### src/rtl/core/gpg_pkg.sv
// ----------------------------------------------------------------------------
// gpg_pkg
// Shared types and constants of the polar Gaussian sample generator.
// ----------------------------------------------------------------------------
package gpg_pkg;

    // Configuration register indexes.
    localparam logic CFG_MEAN = 1'b0;
    localparam logic CFG_STD  = 1'b1;

    localparam logic signed [23:0] MEAN_RESET = 24'sd0;
    localparam logic [23:0]        STD_RESET  = 24'd4096;

    // Squaring steps of the logarithm, steps of the ratio divider and of the square root.
    localparam int LOG_STEPS  = 30;
    localparam int DIV_STEPS  = 33;
    localparam int ROOT_STEPS = 32;

    // ln(2) with 32 fraction bits.
    localparam logic [31:0] LN2_Q32 = 32'd2977044472;

    // One item between the front end and the end of the divider chain.
    typedef struct packed {
        logic        neg1;
        logic        neg2;
        logic [61:0] w;
        logic [5:0]  n;
        logic [30:0] m;
        logic [29:0] frac;
        logic [61:0] rem1;
        logic [61:0] rem2;
        logic [32:0] q1;
        logic [32:0] q2;
    } t_item;

    // One item in the square root chain.
    typedef struct packed {
        logic        neg1;
        logic        neg2;
        logic [63:0] v1;
        logic [63:0] v2;
        logic [63:0] r1;
        logic [63:0] r2;
    } t_root;

endpackage

### src/rtl/core/gpg_root.sv
// ----------------------------------------------------------------------------
// gpg_root
// One stage of the square root chain, one result bit for each coordinate.
// ----------------------------------------------------------------------------
module gpg_root #(
    parameter int STEP = 0
) (
    input  logic           i_clk,
    input  logic           i_rst_n,
    input  logic           i_en,
    input  logic           i_vld,
    input  gpg_pkg::t_root i_root,
    output logic           o_vld,
    output gpg_pkg::t_root o_root
);
    import gpg_pkg::*;

    localparam logic [63:0] BIT = 64'(1) << (62 - 2 * STEP);

    logic [63:0] s1, s2;
    t_root       n_root;
    logic        r_vld;
    t_root       r_root;

    always_comb begin
        n_root = i_root;
        s1 = i_root.r1 + BIT;
        s2 = i_root.r2 + BIT;
        if (i_root.v1 >= s1) begin
            n_root.v1 = i_root.v1 - s1;
            n_root.r1 = (i_root.r1 >> 1) + BIT;
        end else begin
            n_root.r1 = i_root.r1 >> 1;
        end
        if (i_root.v2 >= s2) begin
            n_root.v2 = i_root.v2 - s2;
            n_root.r2 = (i_root.r2 >> 1) + BIT;
        end else begin
            n_root.r2 = i_root.r2 >> 1;
        end
    end

    always_ff @(posedge i_clk) begin
        if (!i_rst_n) begin
            r_vld <= 1'b0;
        end else if (i_en) begin
            r_vld <= i_vld;
        end
    end

    always_ff @(posedge i_clk) begin
        if (i_en) begin
            r_root <= n_root;
        end
    end

    assign o_vld  = r_vld;
    assign o_root = r_root;

endmodule

### config.mk
export PLATFORM = sky130hd
export DESIGN_NAME = gpg_root
export DESIGN_NICKNAME = d
export VERILOG_FILES = /design/src/rtl/core/gpg_pkg.sv /design/src/rtl/core/gpg_root.sv
export SDC_FILE = /design/constraint.sdc
export NUM_CORES = 1
export LEC_CHECK = 0
export BUFFER_PORTS_ARGS = -buffer_cell sky130_fd_sc_hd__buf_2
export CAP_MARGIN = 5
export CORE_MARGIN = 4
export CORE_UTILIZATION = 40
export DETAILED_ROUTE_END_ITERATION = 8
export MAX_ROUTING_LAYER = met4
export PLACE_DENSITY = 0.76
export SLEW_MARGIN = 40
export SYNTH_ARGS = -nofsm -noshare
export SYNTH_HDL_FRONTEND = slang
export SYNTH_SLANG_ARGS = --single-unit
### constraint.sdc
create_clock -name i_clk -period 8.6 [get_ports i_clk]
set_clock_uncertainty 0.2 [all_clocks]
set_input_delay 0.86 -clock i_clk [delete_from_list [all_inputs] [get_ports i_clk]]
set_output_delay 0.86 -clock i_clk [all_outputs]
set_load 0.05 [all_outputs]
Word-level counts from Yosys, hierarchy flattened
Index checks and enable logic that the tools add are counted.

Mux-type cells: 4. Add/sub/neg operators: 6. Order comparisons: 2.

Operators by type and width (number): adder 63 x 63 -> 64 bit (second input constant) (2); adder 64 x 63 -> 64 bit (second input constant) (2); greater-or-equal comparator 64 bit (2); two-way mux 64 bit (2); subtractor 64 bit (2); two-way mux 63 bit (2).

Bits of input ports: 262. Bits in registers: 259. Output and inout bits: 259. Logic and storage cells: 21.

Depth between registers and ports, before layout
Gate-level depths: netlist (run 1).

Depth after elaboration: 3. Depth in mapped cells: 15. Depth with buffers taken out: 14.

Least setup slack after synthesis (run 1)
OpenSTA, ideal clock, no wires.

Path type: input to register. Start point: input i_root[128] in the netlist's numbering. End point: register r_root (netlist bit o_root[171]) (data pin). Stages on the path: 14. Buffers on the path: 1. Data required time: 8.140 ns. Arrival time: 3.589 ns. Path slack: 4.551 ns. Cells stage by stage: inv_1 -> ha_1 -> fa_1 -> nor2b_1 -> o21ai_0 -> a21oi_1 -> o21bai_1 -> and3_4 -> o21a_4 -> o21ai_4 -> o21ai_2 -> a211oi_4 -> buf_6 -> mux2_2.

RTL lines: start: declaration (RTL line gpg_root.sv:12) `input gpg_pkg::t_root i_root,`; end signal: assignment (RTL line gpg_root.sv:53) `r_root <= n_root;`; end: declaration (RTL line gpg_root.sv:23) `t_root r_root;`.

==> results of run 1 <==
-- layout by cell type, fill, tap and decap left out, types with 5 or more instances in the layout --
cell	Yosys	layout
nand3_1	21	21
a31oi_1	17	17
a21boi_0	7	7
diode_2	0	11
buf_2	23	519
edfxtp_1	258	258
nand2b_1	17	17
a211oi_1	15	15
nand2_1	110	110
nor2b_1	16	16
mux2_2	23	23
a21o_1	77	77
a21oi_1	212	212
and2_1	9	9
o21ai_0	70	70
clkbuf_16	0	29
or4_1	5	5
o21a_1	10	10
o211ai_1	8	8
mux2_1	46	46
clkbuf_1	52	8
a211o_1	7	7
and3_1	10	10
inv_1	147	147
o21bai_1	31	31
nor3_1	18	18
o221ai_1	5	5
nand4_1	54	54
ha_1	128	128
clkinv_1	0	6
xnor2_1	71	71
xor2_1	52	52
nor2_1	157	157
-- worst max-delay path by stage --
stage	depth (start not counted)	slack [ns]	startpoint	to
floorplan	14	4.55	i_root[128]	o_root[171]
global placement	15	3.29	i_root[128]	o_root[171]
detailed placement	15	3.15	i_root[128]	o_root[137]
CTS	15	3.68	i_root[128]	o_root[132]
global route	15	3.67	i_root[78]	o_root[253]
finish	15	3.99	i_root[78]	o_root[253]
-- layer usage --
metal  routed length (µm)  vias up  part of all wire  global-route usage
met4                 2120        0             0.039              0.0843
met5                    0        -                 0                   -
li1                     -     7329                 -                   -
met1                21200     7277              0.39               0.253
met3                 4530      117             0.083              0.0569
met2                26700      612              0.49               0.383
-- power groups by stage --
stage / registers, W / logic (W) / clock network, W
after floorplan: 0.00215 / 0.000657 / 0
after global placement: 0.00164 / 0.00158 / 0
after detailed placement: 0.00164 / 0.00159 / 0
after CTS: 0.00161 / 0.00160 / 0.00119
after global routing: 0.00162 / 0.00171 / 0.00124
final: 0.00161 / 0.00161 / 0.00115
-- per-stage QoR --
stage                     instances  setup slack [ns]  utilization  total power, W
after CTS                      2824              3.68        0.494         0.00440
after global routing           2838              3.67        0.496         0.00457
after detailed placement       2773              3.15        0.474         0.00323
final                          2838              3.99        0.496         0.00437
after floorplan                1748              4.55            -         0.00281
after global placement         2773              3.29        0.474         0.00321
-- critical path, delay by kind of cell --
kind            cells  cell delay, ns
compound gates      7            1.86
fa+ha+maj           1            0.44
buf+inv             3            0.56
simple gates        4            1.00
-- cell type report --
| type | instances | area share |
|---|---|---|
| sequential | 259 | 0.364 |
| timing repair buffer | 526 | 0.128 |
| tap | 585 | 0.0343 |
| multi-input combinational | 1259 | 0.407 |
| inverter | 147 | 0.0258 |
| clock buffer | 37 | 0.0354 |
| clock inverter | 14 | 0.00457 |
| antenna | 11 | 0.00129 |
-- state kept, by name, indices dropped and copies added (netlist names) --
register and flops:
o_root 258, o_vld 1
-- kinds of logic (layout without fill, tap and decap cells) --
group                      after synthesis  count (layout)  synth area share
xor gates and xnor gates               123             123            0.0619
muxes                                   72              72            0.0464
adders and majority gates              130             130            0.0943
AOI/OAI and AO/OA                      501             501             0.181
DFF                                    259             259             0.446
and+or+nand+nor                        433             433             0.116
other                                    0              11                 0
buffers and inverters                  230             724            0.0543
==> metrics.md, run 1 <==
| Metric | Value |
|---|---|
| Post CTS Setup Buffer Count | 0 |
| Layout cells sized above 1 | 0.268 |
| Top-count cell post-synth | edfxtp_1 |
| Hold path depth | 1 |
| Fin. Hold Viols | 0 |
| Post-DP HPWL | 43.7 mm |
| Slew at the pin closest to its max-slew limit | 0.784 ns |
| Minimum clock period | 4.61 ns |
| HP Start | i_root[256] |
| Slowest-stage cell, CP | o211ai_4 |
| Worst Setup End Kind | register |
| Fmax | 217 MHz |
| Post-Syn Instances | 1,748 |
| Post-synth EDFFs | around 260 |
| Class of the worst hold path | primary input to register |
| Worst endpoint required time | 8.73 ns |
| Filler instances | 3,944 |
| Clock Sinks | 259 |
| Total gr overflow | 0 |
| Cell accounting for the most synthesized area | edfxtp_1 |
| Yosys reg bits | 259 |
| Nets | 2,613 |
| GPL Wtd Cong | 0.900 |
| Row cnt | 76 |
| Multi-input gate area | 8700 µm² |
| Outcome | finished clean |
| Worst hold endpoint | o_root[256] |
| Core Region | 43,100 µm² |
| Register share of total power | 0.369 |
| Worst relative slew slack | 0.474 |
| # H-tree levels | 1 |
| Cell Area, Synth | 17,400 µm² |
| Clock Pin Slew Worst Setup and Hold Paths | 0.06 ns |
| Clock power frac | 0.263 |
| Leakage | around 9.6 nW |
| Primary FF master, synth | edfxtp_1 |
| Worst Path Arrival | 4.74 ns |
| DR WL/cell | roughly 19 µm |
| P per Cell Area | ~200 nW/µm² |
| Post-synthesis sequential area ratio | 0.446 |
| Gr usage total | 0.224 |
| Crit path kind | primary input to register |
| Top cells by count, synth | 258 x edfxtp_1, 212 x a21oi_1, 157 x nor2_1 |
| Reg2Reg Setup Slack | 7.82 ns |
| Max cap viols | 0 |
| Sw power | 0.00168 W |
| Final setup violation count | 0 |
| Post-CTS Hold Fix Bufs | 0 |
| Initial Util | 0.404 |
| Max Buffers Root-to-Sink | 3 |
| CTS-repair resized insts | 0 |
| WHS | 0.269 ns |
| Area post-placement | 20,400 µm² |
| Die height | between 200 and 250 µm |
| Pint | 0.00269 W |
| Clk root buf | clkbuf_16 |
| DR vias/cell | approximately 5.4 |
| R2R cell count | 2 |
| Number of global-route vias before repair | ~15,000 |
| Die ar. | 46,900 µm² |
| Max-slew violation total from the final report | 0 |
| Largest net degree at the start of global routing | around 150 |
| Setup TNS | 0 ns |
| Unrepaired setup endpoints after global routing | no |
| Antenna viol nets, final | 0 |
| DRT Wirelength | about 55 mm |
| CTS tree | built |
| Total iterations of the first detailed-routing run | 5 |
| Synthesis Warnings | 0 |
| Antenna violations before repair | 11 |
| CTS Buf Count | 28 |
| Sw frac | 0.384 |
| RR Startpoint | o_vld |
| Final Cycle Share | 0.536 |
| Largest cells by area after synthesis | edfxtp_1 45%, ha_1 9.2%, a21oi_1 6.1% |
| Syn-to-layout area delta | 22.7% |
| Critical path's largest stage delay | around 0.64 ns |
| # port buffers | 520 |
| Seq. cell area | 7770 µm² |
| Worst R2R End | o_vld |
| Remaining DRCs | 0 |
| Clk_lat worst skew | approximately 0.55 ns |
| Vias | 15,300 |
| Worst vdd rail ir drop | 0.183 mV |
| First-pass GRT wire length | about 82 mm |
| Cells along the critical path | buf_2 -> inv_1 -> ha_1 -> nand4_1 -> nor4_1 -> o211ai_1 -> o211ai_2 -> a211oi_1 -> o211ai_1 -> a31oi_1 -> o211ai_4 -> buf_12 -> nor3b_1 -> a221o_1 -> nor2_1 |
| CP Launch Type | primary input |
| Crit-path most repeated cell | o211ai_1 |
| Worst-path maximum fanout | 100 |
| Synth top area share | 0.445 |
| Synth Net Count | 2,140 |
| I/O pins | 521 |
| Number of library cell types mapped by synthesis | 68 |
| Initial DRC Count | 892 |
| Post-route cell area | around 21,000 µm² |
| Die width | roughly 220 µm |
| Mapped Avg Cell Area | 9.95 µm² |
| Combinational share of power | 0.368 |
| Ys async rst share | 0 |
No activity file was read; power rests on OpenSTA's default activity.
==> run 2, diff against run 1 <==
Settings changed: ABC_AREA set to 1.
Clock period 8.6 ns to 4.2 ns, I/O delays scaled along.
==> run 2 against run 1 <==
Net effect:
- critical endpoint is now o_root[202]
- via count is 57% higher
- non-clock buffer count rose by 256
- die area grew 26%
- utilization up 3.7 points
- worst setup slack lost 3.1 ns
- clock power up 110%
- synthesized cell count rose by 96%
- sequential share of layout area decreased by 9.4 points
- largest cell class unchanged
==> metrics.md, run 2 <==
| Metric | Value |
|---|---|
| Total gr overflow | 0 (unchanged) |
| Number of global-route vias before repair | 23,500 (+55%) |
| Post-Syn Instances | 3,430 (+96%) |
| Nets | 4,610 (+76%) |
| Leakage | 16.5 nW (+72%) |
| Slowest-stage cell, CP | dlygate4sd3_1 |
| Unrepaired setup endpoints after global routing | no |
| CP Launch Type | primary input |
| Most frequent cells in the layout | 1,517 x nand2_1, 790 x inv_1, 519 x buf_2 |
| Row cnt | 85 (+12%) |
| Outcome | finished clean |
| Core Region | 54,100 µm² (+26%) |
| CTS Buf Count | 30 (+7.1%) |
| Top-count cell post-synth | nand2_1 |
| Max Buffers Root-to-Sink | 3 (unchanged) |
| Cell accounting for the most synthesized area | edfxtp_1 |
| DRT Wirelength | 90.2 mm (+66%) |
| Largest net degree at the start of global routing | 91 (-37%) |
| Yosys reg bits | 259 (unchanged) |
| Crit path kind | primary input to register |
| Synth Net Count | 3,822 (+79%) |
| Layout cells sized above 1 | 0.154 (-0.114) |
| Slew at the pin closest to its max-slew limit | 0.822 ns (+0.0385 ns) |
| Ys async rst share | 0 (unchanged) |
| Clk root buf | clkbuf_16 |
| Worst Setup End Kind | register |
| CP top delay family | simple AND/OR/NAND/NOR gates |
| Fmax | 301 MHz |
| I/O pins | 521 (unchanged) |
| Critical path's largest stage delay | 0.54 ns (-0.10 ns) |
| Cell Area, Synth | 22,000 µm² (+27%) |
| Die ar. | 58,900 µm² (+26%) |
| Post CTS Setup Buffer Count | 0 (unchanged) |
| Final Cycle Share | 0.792 |
| Die height | 243 µm (+12%) |
| Max-slew violation total from the final report | 0 (unchanged) |
| Post-synth EDFFs | 258 (unchanged) |
| Synth top area share | 0.352 (-0.0936) |
| DR vias/cell | 4.88 (-9.6%) |
| Top cells by count, synth | 1,517 x nand2_1, 790 x inv_1, 258 x edfxtp_1 |
| Fin. Hold Viols | 0 (unchanged) |
| Number of library cell types mapped by synthesis | 33 (-51%) |
| Worst endpoint required time | 4.33 ns (-4.40 ns) |
| Class of the worst hold path | primary input to register |
| Vias | 24,100 (+57%) |
| Initial DRC Count | 1,881 (+110%) |
| # port buffers | 520 (unchanged) |
| Die width | 243 µm (+12%) |
| Largest cells by area after synthesis | edfxtp_1 35%, nand2_1 26%, inv_1 13% |
| Worst path bufs/invs | 5 (+2) |
| Setup TNS | 0 ns (unchanged) |
| Final setup violation count | 0 (unchanged) |
| Syn-to-layout area delta | 30.9% |
| GPL Wtd Cong | 1.07 (+18%) |
| Cells along the critical path | dlygate4sd3_1 -> buf_2 -> fa_1 -> inv_1 -> nand3_1 -> nand2_4 -> nand2_2 -> nand2_4 -> nand2_2 -> nand2_2 -> nand2_1 -> nand3_2 -> nand2_2 -> nand2_4 -> inv_4 -> buf_12 -> nand2_1 -> nand2_1 |
| Minimum clock period | ~3.3 ns |
| Post-synthesis sequential area ratio | 0.353 (-0.0938) |
| Mapped Avg Cell Area | 6.42 µm² (-35%) |
| P per Cell Area | 344 nW/µm² (+68%) |
| Worst-path maximum fanout | 50 (-50%) |
| Max cap viols | 0 (unchanged) |
| Antenna viol nets, final | 0 (unchanged) |
| Worst relative slew slack | 0.452 (-0.0221) |
| Clock Pin Slew Worst Setup and Hold Paths | 0.07 ns (about the same) |
| Crit-path most repeated cell | nand2_2 |
| First-pass GRT wire length | 136 mm (+65%) |
| Worst vdd rail ir drop | 0.309 mV (+69%) |
| Gr usage total | 0.303 (+0.0796) |
| Total iterations of the first detailed-routing run | 6 (+1) |
| # H-tree levels | 1 (unchanged) |
| Primary FF master, synth | edfxtp_1 |
| Worst Path Arrival | 3.46 ns (-1.28 ns) |
| Total power | 0.00992 W (+130%) |
| CTS tree | built |
| Most common cell after layout, fill and taps aside | nand2_1 |
| Antenna violations before repair | 8 (-3) |
| Clock Sinks | 259 (unchanged) |
| Post-DP HPWL | 72.0 mm (+65%) |
| DR WL/cell | 18.3 µm (-4.9%) |
| Remaining DRCs | 0 (unchanged) |
| Initial Util | 0.407 (+0.00304) |
| Max FFs per register | 258 (unchanged) |
| Clk_lat worst skew | 0.58 ns (+0.03 ns) |
| Synthesis Warnings | 0 (unchanged) |
## run 2: cell count changes in the layout (fill, tap and decap cells not counted), sizes merged, moves of 80 or more
cell | previous run | this run
dlygate4sd3 | 0 | 253
inv | 148 | 814
nor2 | 158 | 238
a21oi | 213 | 89
nand2 | 110 | 1540
nand3 | 21 | 180
## run 2: worst register-to-register path, cell delays in order (launching register included)
cell and delay [ns]:
dfxtp_1 0.30, o21ai_0 0.16, a21oi_1 0.06, dlygate4sd3_1 0.57
## run 2: cell type report
class,count,area (µm²)
Sequential cell,259,7770
Inverter,815,3060
Clock buffer,39,806
Tap cell,696,871
Antenna cell,7,17.5
Fill cell,5156,25300
Clock inverter,11,67.6
Timing Repair Buffer,782,5260
Multi-Input combinational cell,2330,11000
## run 2: worst paths after layout
check           endpoint  slack (ns)         from  cells past startpoint
max          o_root[202]        0.87   i_root[65]                     18
min          o_root[156]        0.05  i_root[156]                      3
max reg2reg        o_vld        2.81        o_vld                      3
min reg2reg        o_vld        0.89        o_vld                      3
## run 2: cell families (layout without fill, tap and decap cells)
family,count (synthesis),in the layout,synth area share
AOI/OAI and AO/OA,106,106,0.0248
xor gates and xnor gates,64,64,0.0254
adders and majority gates,130,130,0.0745
buffers and inverters,841,1647,0.149
DFF,259,259,0.353
other,0,7,0
and+or+nand+nor,2030,2030,0.373
## run 2: power breakdown
group / leakage, nW / internal (W) / switching, W
logic: 13.6 / 0.00112 / 0.00301
registers: 2.53 / 0.00324 / 0.000106
clock network: 0.421 / 0.00134 / 0.00111
total: 16.5 / 0.00569 / 0.00422
## run 2: metal layers
metal	part of all wire	global-route usage
met5	0	-
met4	0.039	0.0978
met3	0.077	0.0409
met2	0.48	0.525
met1	0.40	0.368
## run 2: what timing repair did
action,in CTS,in global routing
hold buffers,253,0
endpoints found under the hold margin,253,0
resized for setup,0,0
## run 2: through the flow
step / instance area, µm² / worst slack [ns] / utilization / hold slack [ns] / instances
after floorplan: 22000 / 1.61 / - / 0.313 / 3430
after global placement: 25400 / 0.777 / 0.469 / 0.321 / 4629
after detailed placement: 25400 / 0.722 / 0.469 / 0.338 / 4629
after CTS: 28800 / 0.934 / 0.532 / 0.0181 / 4932
after global routing: 28800 / 0.579 / 0.533 / 0.0415 / 4939
final: 28800 / 0.874 / 0.533 / 0.0495 / 4939
==> run 3, diff against run 2 <==
Settings changed: PLACE_DENSITY 0.76 to 0.73.
Clock period 4.2 ns to 3.3 ns, I/O delays scaled along.
==> run 3 against run 2 <==
Net effect:
- clock-buffer cell count down 4
- sequential power rose by 27%
- routed wire length about the same
- register-to-register slack got worse by 0.88 ns
- total power rose by 30%
- hold slack worse by 0.00099 ns
- combinational power rose by 28%
- first-iteration DRC count increased by 3.5%
- worst setup slack worse by 0.76 ns
- cell count grew 0.85%
- critical endpoint is now o_root[178]
- highest routed layer unchanged
==> metrics.md, run 3 (same netlist as run 2, synthesis figures left out) <==
| Metric | Value |
|---|---|
| Outcome | finished clean |
| Max Buffers Root-to-Sink | 3 (unchanged) |
| Met2 usage | 0.502 (-0.0226) |
| Row cnt | 85 (unchanged) |
| Initial DRC Count | 1,946 (+3.5%) |
| P per Cell Area | 441 nW/µm² (+28%) |
| Antenna viol nets, final | 0 (unchanged) |
| Slowest-stage cell, CP | dlygate4sd3_1 |
| Most frequent cells in the layout | 1,517 x nand2_1, 790 x inv_1, 519 x buf_2 |
| Critical path's largest stage delay | 0.53 ns (about the same) |
| Largest net degree at the start of global routing | 68 (-25%) |
| Met1 GRT Util | 0.365 (-0.00273) |
| M3 GR Usage | 0.0567 (+0.0158) |
| CP Launch Type | primary input |
| Max FFs per register | 258 (unchanged) |
| Cells along the critical path | dlygate4sd3_1 -> buf_2 -> inv_1 -> ha_1 -> fa_1 -> inv_1 -> nand3_1 -> nand2_4 -> nand2_2 -> nand2_4 -> nand2_2 -> nand2_2 -> nand2_2 -> nand3_2 -> nand2_2 -> nand2_4 -> buf_4 -> nand3_1 -> nand2_1 |
| Total iterations of the first detailed-routing run | 6 (unchanged) |
| Syn-to-layout area delta | 32.8% |
| Number of global-route vias before repair | 23,100 (-1.6%) |
| Gr usage total | 0.301 (-0.00240) |
| Fin. Hold Viols | 0 (unchanged) |
| Die ar. | 58,900 µm² (unchanged) |
| Most common cell after layout, fill and taps aside | nand2_1 |
| Max cap viols | 0 (unchanged) |
| CTS tree | built |
| Setup TNS | 0 ns (unchanged) |
| Clk_lat worst skew | 0.59 ns (about the same) |
| Die height | 243 µm (unchanged) |
| Core Region | 54,100 µm² (unchanged) |
| Worst Path Arrival | 3.43 ns (-0.03 ns) |
| Nets | 4,648 (+0.82%) |
| Dpl ws | 0.125 ns (-0.597 ns) |
| Minimum clock period | 3.18 ns |
| Worst Setup End Kind | register |
| Die width | 243 µm (unchanged) |
| Post-DP HPWL | 72.7 mm (+0.96%) |
| Worst endpoint required time | 3.55 ns (-0.78 ns) |
| Initial Util | 0.407 (unchanged) |
| Total power | 0.0129 W (+30%) |
| Clock Pin Slew Worst Setup and Hold Paths | 0.06 ns (about the same) |
| # H-tree levels | 1 (unchanged) |
| GPL Wtd Cong | 1.04 (-2.8%) |
| First-pass GRT wire length | 134 mm (-1.5%) |
| Class of the worst hold path | primary input to register |
| Slew at the pin closest to its max-slew limit | 0.642 ns (-0.180 ns) |
| Crit-path most repeated cell | nand2_2 |
| Layout cells sized above 1 | 0.161 (+0.00698) |
| GRT Max-Usage Layer | met2 |
| Fmax | approximately 310 MHz |
| Unrepaired setup endpoints after global routing | no |
| DRT Wirelength | 90.2 mm (about the same) |
| Vias | 23,900 (-0.70%) |
| Placed instance count | 4,661 (+0.69%) |
| Worst vdd rail ir drop | 0.391 mV (+27%) |
| Final setup violation count | 0 (unchanged) |
| DR WL/cell | 18.1 µm (-0.84%) |
| Total gr overflow | 0 (unchanged) |
| Max-slew violation total from the final report | 0 (unchanged) |
| Antenna violations before repair | 9 (+1) |
| WHS | 0.0485 ns (-0.000994 ns) |
| Clk root buf | clkbuf_16 |
| # port buffers | 520 (unchanged) |
| CP top delay family | buffers and inverters |
| Worst relative slew slack | 0.572 (+0.120) |
| CTS Buf Count | 31 (+3.3%) |
| Leakage | 16.7 nW (+1.4%) |
| Filler instances | 5,235 (+1.5%) |
| Crit path kind | primary input to register |
| Final Cycle Share | 0.965 |
| Worst-path maximum fanout | 39 (-22%) |
| Clock Sinks | 259 (unchanged) |
| DR vias/cell | 4.81 (-1.5%) |
| I/O pins | 521 (unchanged) |
| Worst setup margin | 0.116 ns (-0.757 ns) |
| Worst path bufs/invs | 5 (unchanged) |
| Remaining DRCs | 0 (unchanged) |
| CTS-repair resized insts | 0 (unchanged) |
| Fin cells | 4,981 (+0.85%) |
==> run 3: changes by cell type in the layout (fill, tap and decap cells not counted) <==
cell	change
dlygate4sd3_1	+5
bufinv_16	+2
clkinv_4	-1
buf_12	+4
clkinv_1	+3
buf_4	+28
diode_2	+2
inv_6	+3
clkbuf_1	-4
==> run 3: final timing paths <==
| kind | slack, ns | cells past startpoint | endpoint | start |
|---|---|---|---|---|
| hold / removal | 0.05 | 1 | o_root[117] | i_en |
| setup / recovery | 0.12 | 19 | o_root[178] | i_root[128] |
| setup reg to reg | 1.93 | 3 | o_vld | o_vld |
| hold reg to reg | 0.88 | 3 | o_vld | o_vld |
==> run 3: worst reg2reg max path: stages (launching register included) <==
cell,delay (ns)
dfxtp_1,0.30
o21ai_0,0.15
a21oi_1,0.05
dlygate4sd3_1,0.55
==> run 3: through the flow <==
step / area, µm² / util
floorplan: 22000 / -
global placement: 25700 / 0.475
detailed placement: 25700 / 0.475
CTS: 29200 / 0.540
global route: 29300 / 0.540
finish: 29300 / 0.540
==> run 3: layout make-up <==
cell class	count	area (µm²)	share of cell area
multi-input combinational	2330	11000	0.375
timing repair buffer	819	5600	0.192
clock inverter	18	156	0.00535
inverter	815	3060	0.105
antenna	9	22.5	0.000770
sequential	259	7770	0.266
tap	696	871	0.0298
clock buffer	35	791	0.0270
==> run 3: what timing repair did <==
item                                   CTS  global route
setup buffers                            0             0
endpoints found under the hold margin  259             0
hold buffers                           258             0
==> run 3: power by group <==
group / switching [W] / internal, W
combinational: 0.00380 / 0.00148
sequential: 0.000147 / 0.00412
clock: 0.00148 / 0.00187
==> run 3: layer usage <==
metal | vias up | wire, µm
met4 | 0 | 3840
met1 | 10700 | 36800
met3 | 196 | 7520
li1 | 12000 | -
met5 | - | 0
met2 | 1027 | 42100
